[src/rtl/core/cma_pkg.sv]
// Shared constants, ALU op codes and control struct for the moving average unit
`timescale 1ns / 1ps

package cma_pkg;

    // Defaults for top-level parameters
    localparam int CMA_MAX_HALF_WIDTH = 31;
    localparam int CMA_SAMPLE_BITS    = 24;

    // Fixed widths
    localparam int CMA_HW_BITS    = 5;   // half width register and output
    localparam int CMA_PTR_BITS   = 6;   // 64-entry sample ring
    localparam int CMA_CNT_BITS   = 7;   // saturating sample count
    localparam int CMA_SUM_GROWTH = 6;   // up to 63 terms in a window sum
    localparam int CMA_DIV_BITS   = 6;   // divisor 2w+1, at most 63
    localparam int CMA_REM_BITS   = 7;   // partial remainder, below 2 * divisor

    // Shared ALU operations
    typedef logic [2:0] t_alu_op;
    localparam t_alu_op ALU_NOP = 3'd0;
    localparam t_alu_op ALU_CLR = 3'd1;  // clear sum, load divisor
    localparam t_alu_op ALU_ACC = 3'd2;  // add one ring sample
    localparam t_alu_op ALU_ABS = 3'd3;  // take magnitude, keep sign
    localparam t_alu_op ALU_DIV = 3'd4;  // one restoring division step
    localparam t_alu_op ALU_SGN = 3'd5;  // restore sign of quotient

    typedef struct packed {
        t_alu_op                 op;
        logic [CMA_DIV_BITS-1:0] divisor;
    } t_alu_ctrl;

endpackage

[src/rtl/core/centered_moving_average_unit.sv]
// Per result: 2w+1 ring reads on the single read port, w = half window used, then
//   magnitude, one quotient bit per cycle of a restoring divide, and sign fixup.
// The input is ready only in idle, so a new sample is not taken until all results it
//   causes have been loaded; one output register decouples the result side.
// Reset: synchronous, active low; clears counters, pointers, half width and valid flags.
// Ring contents are not cleared; only slots written in the current series are read.
`timescale 1ns / 1ps

module centered_moving_average_unit import cma_pkg::*; #(
    parameter int MAX_HALF_WIDTH = CMA_MAX_HALF_WIDTH,
    parameter int SAMPLE_BITS    = CMA_SAMPLE_BITS
) (
    input  logic                   i_clk,
    input  logic                   i_rst_n,
    // configuration
    input  logic                   i_cfg_valid,
    output logic                   o_cfg_ready,
    input  logic [CMA_HW_BITS-1:0] i_cfg_half_width,
    // sample input
    input  logic                   i_in_valid,
    output logic                   o_in_ready,
    input  logic [SAMPLE_BITS-1:0] i_sample,
    input  logic                   i_final_req,
    // result output
    output logic                   o_out_valid,
    input  logic                   i_out_ready,
    output logic [SAMPLE_BITS-1:0] o_smoothed,
    output logic [CMA_HW_BITS-1:0] o_used_half_width,
    output logic                   o_run_end
);

    localparam int SUM_BITS  = SAMPLE_BITS + CMA_SUM_GROWTH;
    localparam int DCNT_BITS = $clog2(SUM_BITS + 1);
    localparam logic [CMA_HW_BITS-1:0] MAX_H = CMA_HW_BITS'(MAX_HALF_WIDTH);

    // Sequencer states
    localparam logic [2:0] S_IDLE  = 3'd0;
    localparam logic [2:0] S_CHECK = 3'd1;
    localparam logic [2:0] S_SUM   = 3'd2;
    localparam logic [2:0] S_ABS   = 3'd3;
    localparam logic [2:0] S_DIV   = 3'd4;
    localparam logic [2:0] S_SGN   = 3'd5;
    localparam logic [2:0] S_OUT   = 3'd6;

    logic [2:0]              r_state;
    logic [CMA_HW_BITS-1:0]  r_half_width;
    logic [CMA_CNT_BITS-1:0] r_seen;
    logic [CMA_PTR_BITS-1:0] r_wp;
    logic [CMA_PTR_BITS-1:0] r_emit;
    logic                    r_fin;
    logic [CMA_HW_BITS-1:0]  r_w;
    logic                    r_last;
    logic [CMA_PTR_BITS-1:0] r_rd_addr;
    logic [CMA_PTR_BITS-1:0] r_rd_left;
    logic                    r_rd_vld;
    logic [DCNT_BITS-1:0]    r_div_cnt;
    logic                    r_out_valid;
    logic [SAMPLE_BITS-1:0]  r_out_smoothed;
    logic [CMA_HW_BITS-1:0]  r_out_hw;
    logic                    r_out_end;

    logic                    w_in_xfer;
    logic                    w_out_load;
    logic [CMA_HW_BITS-1:0]  w_h;
    logic [CMA_PTR_BITS-1:0] w_pending;
    logic                    w_do_emit;
    logic [CMA_PTR_BITS-1:0] w_back;
    logic [CMA_CNT_BITS-1:0] w_p_index;
    logic [CMA_HW_BITS-1:0]  w_w1;
    logic [CMA_HW_BITS-1:0]  w_w;
    logic                    w_rd_en;
    logic [SAMPLE_BITS-1:0]  w_rd_data;
    logic [SAMPLE_BITS-1:0]  w_result;
    t_alu_ctrl               w_ctrl;

    assign o_cfg_ready = 1'b1;
    assign o_in_ready  = (r_state == S_IDLE);
    assign w_in_xfer   = i_in_valid && o_in_ready;
    assign w_out_load  = (r_state == S_OUT) && (!r_out_valid || i_out_ready);
    assign w_rd_en     = (r_state == S_SUM) && (r_rd_left != '0);

    // Effective half width and window of the oldest pending point
    always_comb begin
        w_h       = (r_half_width > MAX_H) ? MAX_H : r_half_width;
        w_pending = r_wp - r_emit;
        w_do_emit = r_fin ? (w_pending != '0) : (w_pending > {1'b0, w_h});
        w_back    = r_wp - CMA_PTR_BITS'(1) - r_emit;
        w_p_index = (r_seen > {1'b0, w_back})
                  ? (r_seen - CMA_CNT_BITS'(1) - {1'b0, w_back}) : '0;
        w_w1      = (w_p_index < {2'b0, w_h}) ? w_p_index[CMA_HW_BITS-1:0] : w_h;
        w_w       = (w_back < {1'b0, w_w1}) ? w_back[CMA_HW_BITS-1:0] : w_w1;
    end

    // ALU control
    always_comb begin
        w_ctrl.op      = ALU_NOP;
        w_ctrl.divisor = {w_w, 1'b1};
        unique case (r_state)
            S_CHECK: w_ctrl.op = w_do_emit ? ALU_CLR : ALU_NOP;
            S_SUM:   w_ctrl.op = r_rd_vld ? ALU_ACC : ALU_NOP;
            S_ABS:   w_ctrl.op = ALU_ABS;
            S_DIV:   w_ctrl.op = ALU_DIV;
            S_SGN:   w_ctrl.op = ALU_SGN;
            default: w_ctrl.op = ALU_NOP;
        endcase
    end

    // Configuration register
    always_ff @(posedge i_clk) begin
        if (!i_rst_n) begin
            r_half_width <= '0;
        end else if (i_cfg_valid && o_cfg_ready) begin
            r_half_width <= i_cfg_half_width;
        end
    end

    // Sequencer
    always_ff @(posedge i_clk) begin
        if (!i_rst_n) begin
            r_state   <= S_IDLE;
            r_seen    <= '0;
            r_wp      <= '0;
            r_emit    <= '0;
            r_fin     <= 1'b0;
            r_rd_left <= '0;
            r_rd_vld  <= 1'b0;
            r_div_cnt <= '0;
        end else begin
            r_rd_vld <= w_rd_en;
            unique case (r_state)
                S_IDLE: begin
                    if (w_in_xfer) begin
                        r_wp  <= r_wp + CMA_PTR_BITS'(1);
                        r_fin <= i_final_req;
                        if (r_seen != '1) begin
                            r_seen <= r_seen + CMA_CNT_BITS'(1);
                        end
                        r_state <= S_CHECK;
                    end
                end
                S_CHECK: begin
                    if (w_do_emit) begin
                        r_w       <= w_w;
                        r_last    <= r_fin && (w_pending == CMA_PTR_BITS'(1));
                        r_rd_addr <= r_emit - {1'b0, w_w};
                        r_rd_left <= {w_w, 1'b1};
                        r_state   <= S_SUM;
                    end else begin
                        if (r_fin) begin
                            r_seen <= '0;
                            r_wp   <= '0;
                            r_emit <= '0;
                        end
                        r_state <= S_IDLE;
                    end
                end
                S_SUM: begin
                    if (w_rd_en) begin
                        r_rd_addr <= r_rd_addr + CMA_PTR_BITS'(1);
                        r_rd_left <= r_rd_left - CMA_PTR_BITS'(1);
                    end else if (!r_rd_vld) begin
                        r_state <= S_ABS;
                    end
                end
                S_ABS: begin
                    r_div_cnt <= DCNT_BITS'(SUM_BITS);
                    r_state   <= S_DIV;
                end
                S_DIV: begin
                    r_div_cnt <= r_div_cnt - DCNT_BITS'(1);
                    if (r_div_cnt == DCNT_BITS'(1)) begin
                        r_state <= S_SGN;
                    end
                end
                S_SGN: begin
                    r_state <= S_OUT;
                end
                S_OUT: begin
                    if (w_out_load) begin
                        r_emit  <= r_emit + CMA_PTR_BITS'(1);
                        r_state <= S_CHECK;
                    end
                end
                default: begin
                    r_state <= S_IDLE;
                end
            endcase
        end
    end

    // Output register
    always_ff @(posedge i_clk) begin
        if (!i_rst_n) begin
            r_out_valid <= 1'b0;
        end else if (w_out_load) begin
            r_out_valid <= 1'b1;
        end else if (i_out_ready) begin
            r_out_valid <= 1'b0;
        end
    end

    always_ff @(posedge i_clk) begin
        if (w_out_load) begin
            r_out_smoothed <= w_result;
            r_out_hw       <= r_w;
            r_out_end      <= r_last;
        end
    end

    assign o_out_valid       = r_out_valid;
    assign o_smoothed        = r_out_smoothed;
    assign o_used_half_width = r_out_hw;
    assign o_run_end         = r_out_end;

    cma_ring #(
        .SAMPLE_BITS (SAMPLE_BITS)
    ) u_ring (
        .i_clk     (i_clk),
        .i_wr_en   (w_in_xfer),
        .i_wr_addr (r_wp),
        .i_wr_data (i_sample),
        .i_rd_en   (w_rd_en),
        .i_rd_addr (r_rd_addr),
        .o_rd_data (w_rd_data)
    );

    cma_alu #(
        .SAMPLE_BITS (SAMPLE_BITS)
    ) u_alu (
        .i_clk     (i_clk),
        .i_ctrl    (w_ctrl),
        .i_rd_data (w_rd_data),
        .o_result  (w_result)
    );

endmodule

[src/rtl/core/cma_ring.sv]
// 64-entry sample ring: one write port, one read port with registered data
`timescale 1ns / 1ps

module cma_ring import cma_pkg::*; #(
    parameter int SAMPLE_BITS = CMA_SAMPLE_BITS
) (
    input  logic                    i_clk,
    input  logic                    i_wr_en,
    input  logic [CMA_PTR_BITS-1:0] i_wr_addr,
    input  logic [SAMPLE_BITS-1:0]  i_wr_data,
    input  logic                    i_rd_en,
    input  logic [CMA_PTR_BITS-1:0] i_rd_addr,
    output logic [SAMPLE_BITS-1:0]  o_rd_data
);

    localparam int DEPTH = 1 << CMA_PTR_BITS;

    logic [SAMPLE_BITS-1:0] r_mem [DEPTH];
    logic [SAMPLE_BITS-1:0] r_rd_data;

    // Write port
    always_ff @(posedge i_clk) begin
        if (i_wr_en) begin
            r_mem[i_wr_addr] <= i_wr_data;
        end
    end

    // Registered read port
    always_ff @(posedge i_clk) begin
        if (i_rd_en) begin
            r_rd_data <= r_mem[i_rd_addr];
        end
    end

    assign o_rd_data = r_rd_data;

endmodule

[src/rtl/core/cma_alu.sv]
// Shared add/subtract unit: window sum, magnitude, restoring divide, sign fixup
`timescale 1ns / 1ps

module cma_alu import cma_pkg::*; #(
    parameter int SAMPLE_BITS = CMA_SAMPLE_BITS
) (
    input  logic                   i_clk,
    input  t_alu_ctrl              i_ctrl,
    input  logic [SAMPLE_BITS-1:0] i_rd_data,
    output logic [SAMPLE_BITS-1:0] o_result
);

    localparam int SUM_BITS = SAMPLE_BITS + CMA_SUM_GROWTH;

    logic [SUM_BITS-1:0]     r_acc;   // sum, then dividend/quotient shifter
    logic [CMA_REM_BITS-1:0] r_rem;
    logic [CMA_DIV_BITS-1:0] r_div;
    logic                    r_neg;

    logic [SUM_BITS-1:0]     w_a;
    logic [SUM_BITS-1:0]     w_b;
    logic                    w_sub;
    logic [SUM_BITS-1:0]     w_sum;
    logic [CMA_REM_BITS-1:0] w_partial;
    logic                    w_qbit;

    // Next partial remainder: shift in the top dividend bit
    assign w_partial = {r_rem[CMA_REM_BITS-2:0], r_acc[SUM_BITS-1]};

    // Operand select
    always_comb begin
        w_a   = '0;
        w_b   = '0;
        w_sub = 1'b0;
        unique case (i_ctrl.op)
            ALU_ACC: begin
                w_a = r_acc;
                w_b = {{(SUM_BITS-SAMPLE_BITS){i_rd_data[SAMPLE_BITS-1]}}, i_rd_data};
            end
            ALU_ABS, ALU_SGN: begin
                w_b   = r_acc;
                w_sub = 1'b1;
            end
            ALU_DIV: begin
                w_a   = {{(SUM_BITS-CMA_REM_BITS){1'b0}}, w_partial};
                w_b   = {{(SUM_BITS-CMA_DIV_BITS){1'b0}}, r_div};
                w_sub = 1'b1;
            end
            default: begin
                w_sub = 1'b0;
            end
        endcase
    end

    // The one adder
    assign w_sum  = w_a + (w_sub ? ~w_b : w_b) + SUM_BITS'(w_sub);
    assign w_qbit = ~w_sum[SUM_BITS-1];

    // Register update per operation
    always_ff @(posedge i_clk) begin
        unique case (i_ctrl.op)
            ALU_CLR: begin
                r_acc <= '0;
                r_rem <= '0;
                r_div <= i_ctrl.divisor;
            end
            ALU_ACC: begin
                r_acc <= w_sum;
            end
            ALU_ABS: begin
                r_neg <= r_acc[SUM_BITS-1];
                if (r_acc[SUM_BITS-1]) begin
                    r_acc <= w_sum;
                end
            end
            ALU_DIV: begin
                r_acc <= {r_acc[SUM_BITS-2:0], w_qbit};
                r_rem <= w_qbit ? w_sum[CMA_REM_BITS-1:0] : w_partial;
            end
            ALU_SGN: begin
                if (r_neg) begin
                    r_acc <= w_sum;
                end
            end
            default: begin
                r_acc <= r_acc;
            end
        endcase
    end

    assign o_result = r_acc[SAMPLE_BITS-1:0];

endmodule

[config.mk]
export PLATFORM = sky130hd
export DESIGN_NAME = centered_moving_average_unit
export DESIGN_NICKNAME = d
export VERILOG_FILES = /design/src/rtl/core/cma_pkg.sv /design/src/rtl/core/centered_moving_average_unit.sv /design/src/rtl/core/cma_ring.sv /design/src/rtl/core/cma_alu.sv
export SDC_FILE = /design/constraint.sdc
export NUM_CORES = 2
export LEC_CHECK = 0
export BUFFER_PORTS_ARGS = -buffer_cell sky130_fd_sc_hd__buf_2
export CAP_MARGIN = 20
export CORE_MARGIN = 2
export CORE_UTILIZATION = 28
export CTS_CLUSTER_DIAMETER = 120
export DETAILED_ROUTE_END_ITERATION = 10
export PLACE_DENSITY_LB_ADDON = 0.1
export SYNTH_ARGS = -nofsm -noshare
export SYNTH_HDL_FRONTEND = slang
export SYNTH_HIERARCHICAL = 1
export SYNTH_SLANG_ARGS = --single-unit
export TNS_END_PERCENT = 50
[constraint.sdc]
create_clock -name i_clk -period 9.26 [get_ports i_clk]
set_input_delay 2.778 -clock i_clk [delete_from_list [all_inputs] [get_ports i_clk]]
set_output_delay 2.778 -clock i_clk [all_outputs]
set_load 0.01 [all_outputs]
==> summary.txt <==
Power
  • Cell Pwr Density: between 200 and 250 nW/um^2
  • Leak pwr: approximately 25 nW
  • Maximum VDD drop: 0.118 mV
  • Final Power: 18.7 mW

Timing
  • Worst Hold Slack: around 420 ps
  • Least-Margin Pin Slew: ~1100 ps
  • Final Hold Viols: 0
  • Final min period: ~8700 ps
  • Setup Total Neg Slack: 0 ps
  • Headroom to the max-slew limit: 0.243
  • Max Clk Rate: 115 MHz
  • Final slew viol count: 0
  • Final Setup Violations: 0
  • Fin Clk Skew: ~35 ps
  • RSZ-0062 raised after global routing: false
  • Final Cycle Share: 0.936

Clocking
  • TritonCTS buffer count: 185
  • Total clock sinks: between 1,500 and 2,000
  • Clock Tree Buf Depth: 3
  • Clk_lat worst skew: about 840 ps
  • CTS tree: built
  • Post-CTS Setup Inserts: 0
  • # H-tree levels: 4
  • Root Buffer: clkbuf_16
  • Worst-path clk slew: approximately 60 ps
  • Cts hold-fix bufs: 0

Floorplan
  • Die height: approximately 500 um
  • CORE AREA: 245,000 sq um
  • I/O pin cnt: 68
  • Initial Utilization: 0.281
  • Cell Rows: 182
  • Die Area: between 200,000 and 250,000 sq um
  • Die W: between 400 and 500 um

Setup path
  • CP endpoint kind: flop
  • Crit path from: r_emit[2]$_SDFFE_PN0P_
  • Worst r2r src: r_emit[2]$_SDFFE_PN0P_
  • CP Launch Type: flop
  • CP required: just under 10,000 ps
  • Slowest stage delay, CP: 400 ps
  • Setup CP Type: reg2reg
  • CP max stage cell: ha_1
  • CP Data Arrival Time: roughly 9200 ps
  • Worst-path maximum fanout: 8

Finish
  • Fillers: 23,442
  • Area growth syn-to-layout: 15.1%
  • Nets: 3,912
  • Final core utilization: 0.323
  • Share of layout cells above drive strength 1: 0.244

Global routing
  • Global-route wire length before repair: a little under 300,000 um
  • Number of global-route vias before repair: 35,936
  • Gr usage total: 0.163
  • Grt ovf: 0
  • Initial antenna violation count: 11
  • Largest net degree at the start of global routing: 80

Route
  • 1st-iter DRT viols: between 3,000 and 4,000
  • DR vias: 35,219
  • DR vias/cell: between 4 and 5
  • DRC Markers: 0
  • Detailed Route WL: slightly above 200,000 um
  • 1st-pass router iterations: 5
  • DR WL/cell: between 20 and 30 um
  • ANT nets after route: 0

Logic synthesis
  • Sequential fraction of the synthesis area: 0.730
  • Yosys cell types: 93
  • Top FF cell, synth: edfxtp_1
  • Mapped cell area: between 60,000 and 70,000 sq um
  • Count leader, synth: edfxtp_1
  • Synth top area share: 0.718
  • FFs w/ async S/R, synth: 0
  • Syn. warnings: 6
  • Post-synth top cells: edfxtp_1, mux4_2, nor2_1
  • Cell count after synthesis: 3,634
  • Ranking of synthesized cells by area: edfxtp_1, mux4_2, mux2i_1, dfxtp_1, ha_1
  • EDFF count, synth: around 1,600
  • Syn avg cell area: 18.9 sq um
  • Register bit count reported by yosys: ~1,700
  • Area leader, netlist: edfxtp_1

Run status
  • Run status: complete, no violations

Min path
  • Worst hold start: r_w[2]$_DFFE_PP_
  • Worst hold path type: reg2reg

Place
  • DP HPWL: about 120,000 um
  • Gpl congestion: ~0.80
  • PortBufs: 66

Run
  • Max Cap Viol: 0
-- registers in the layout (all words and copies together), names as in the netlist, 6 cells and up --
name              flops
u_ring/r_mem       1536
u_alu/r_acc          30
o_smoothed           24
u_ring/o_rd_data     24
r_seen                7
r_emit                6
r_rd_addr             6
r_rd_left             6
r_wp                  6
u_alu/r_div           6
u_alu/r_rem           6
-- power breakdown --
| group | leakage (nW) | internal, mW | switching [mW] |
|---|---|---|---|
| Combinational | 7.20 | 1.01 | 1.84 |
| Sequential | 15.1 | 8.57 | 0.113 |
| Clock | 2.85 | 4.15 | 3.06 |
-- critical path: cells and delay by family (launching register included) --
family	cells	cell delay (ps)
adders and majority gates	6	1980
xor gates and xnor gates	2	420
buffers and inverters	3	350
muxes	3	550
DFF	1	360
AOI/OAI and AO/OA	15	3740
and+or+nand+nor	7	1010
-- placed cells by master, fill, tap and decap left out, types with 23 or more instances in the layout --
cell type / count
edfxtp_1: 1645
mux4_2: 355
clkbuf_16: 187
nand2_1: 137
buf_4: 125
mux2i_1: 117
nor2_1: 101
a21oi_1: 88
o21ai_0: 80
a221oi_1: 73
buf_2: 66
ha_1: 63
o22ai_1: 61
mux2_2: 54
clkinv_1: 53
inv_1: 49
and3_1: 47
nor2_2: 44
dfxtp_1: 40
xnor2_1: 33
clkinv_2: 31
a22oi_1: 30
nand3_1: 29
clkbuf_1: 29
xor2_1: 27
a21o_1: 26
o21a_1: 23
-- final timing paths --
kind,slack [ps],cells past startpoint,end
max,600,36,r_rd_addr[5]$_DFFE_PP_
min,420,0,o_used_half_width[2]$_DFFE_PP_
max reg2reg,600,36,r_rd_addr[5]$_DFFE_PP_
min reg2reg,420,0,o_used_half_width[2]$_DFFE_PP_
-- logic make-up (layout without fill, tap and decap cells) --
logic type / Yosys count / in the layout / share of synthesized area
AND/OR/NAND/NOR: 520 / 520 / 0.0362
AO/OA/AOI/OAI: 506 / 506 / 0.0510
buffers and inverters: 261 / 583 / 0.0195
flip-flops: 1686 / 1686 / 0.730
XOR/XNOR: 61 / 61 / 0.00796
multiplexers: 528 / 528 / 0.142
other: 1 / 12 / 0.0000545
adder cells (fa/ha/maj): 71 / 71 / 0.0133
-- repair_timing --
action                                  CTS  global route
endpoints found under the setup margin    0             1
hold endpoints to repair                  0             0
gates resized for setup                   0             1
-- routing by layer --
metal	global-route usage	up-vias	part of all wire
met5	0	-	0
met2	0.261	810	0.47
met4	0.0364	0	0.019
met3	0.0259	232	0.043
li1	-	15300	-
met1	0.234	18877	0.47
-- layout make-up --
| class | count | area, sq um | area share |
|---|---|---|---|
| clock buffer | 216 | 4790 | 0.0604 |
| timing repair buffer | 196 | 1370 | 0.0173 |
| sequential | 1686 | 50200 | 0.634 |
| inverter | 52 | 195 | 0.00246 |
| multi-input combinational | 1688 | 17600 | 0.222 |
| clock inverter | 119 | 1060 | 0.0133 |
| tap | 3220 | 4030 | 0.0508 |
| antenna | 10 | 25.0 | 0.000316 |
-- metrics by stage --
step | worst slack, ps | std cells | cell area [sq um]
floorplan | 1680 | 3635 | 68800
finish | 597 | 7187 | 79300
detailed placement | 533 | 6841 | 73400
CTS | 512 | 7176 | 79200
global placement | 553 | 6841 | 73400
global route | 18.2 | 7178 | 79200
(Power assumes the default switching activity.)
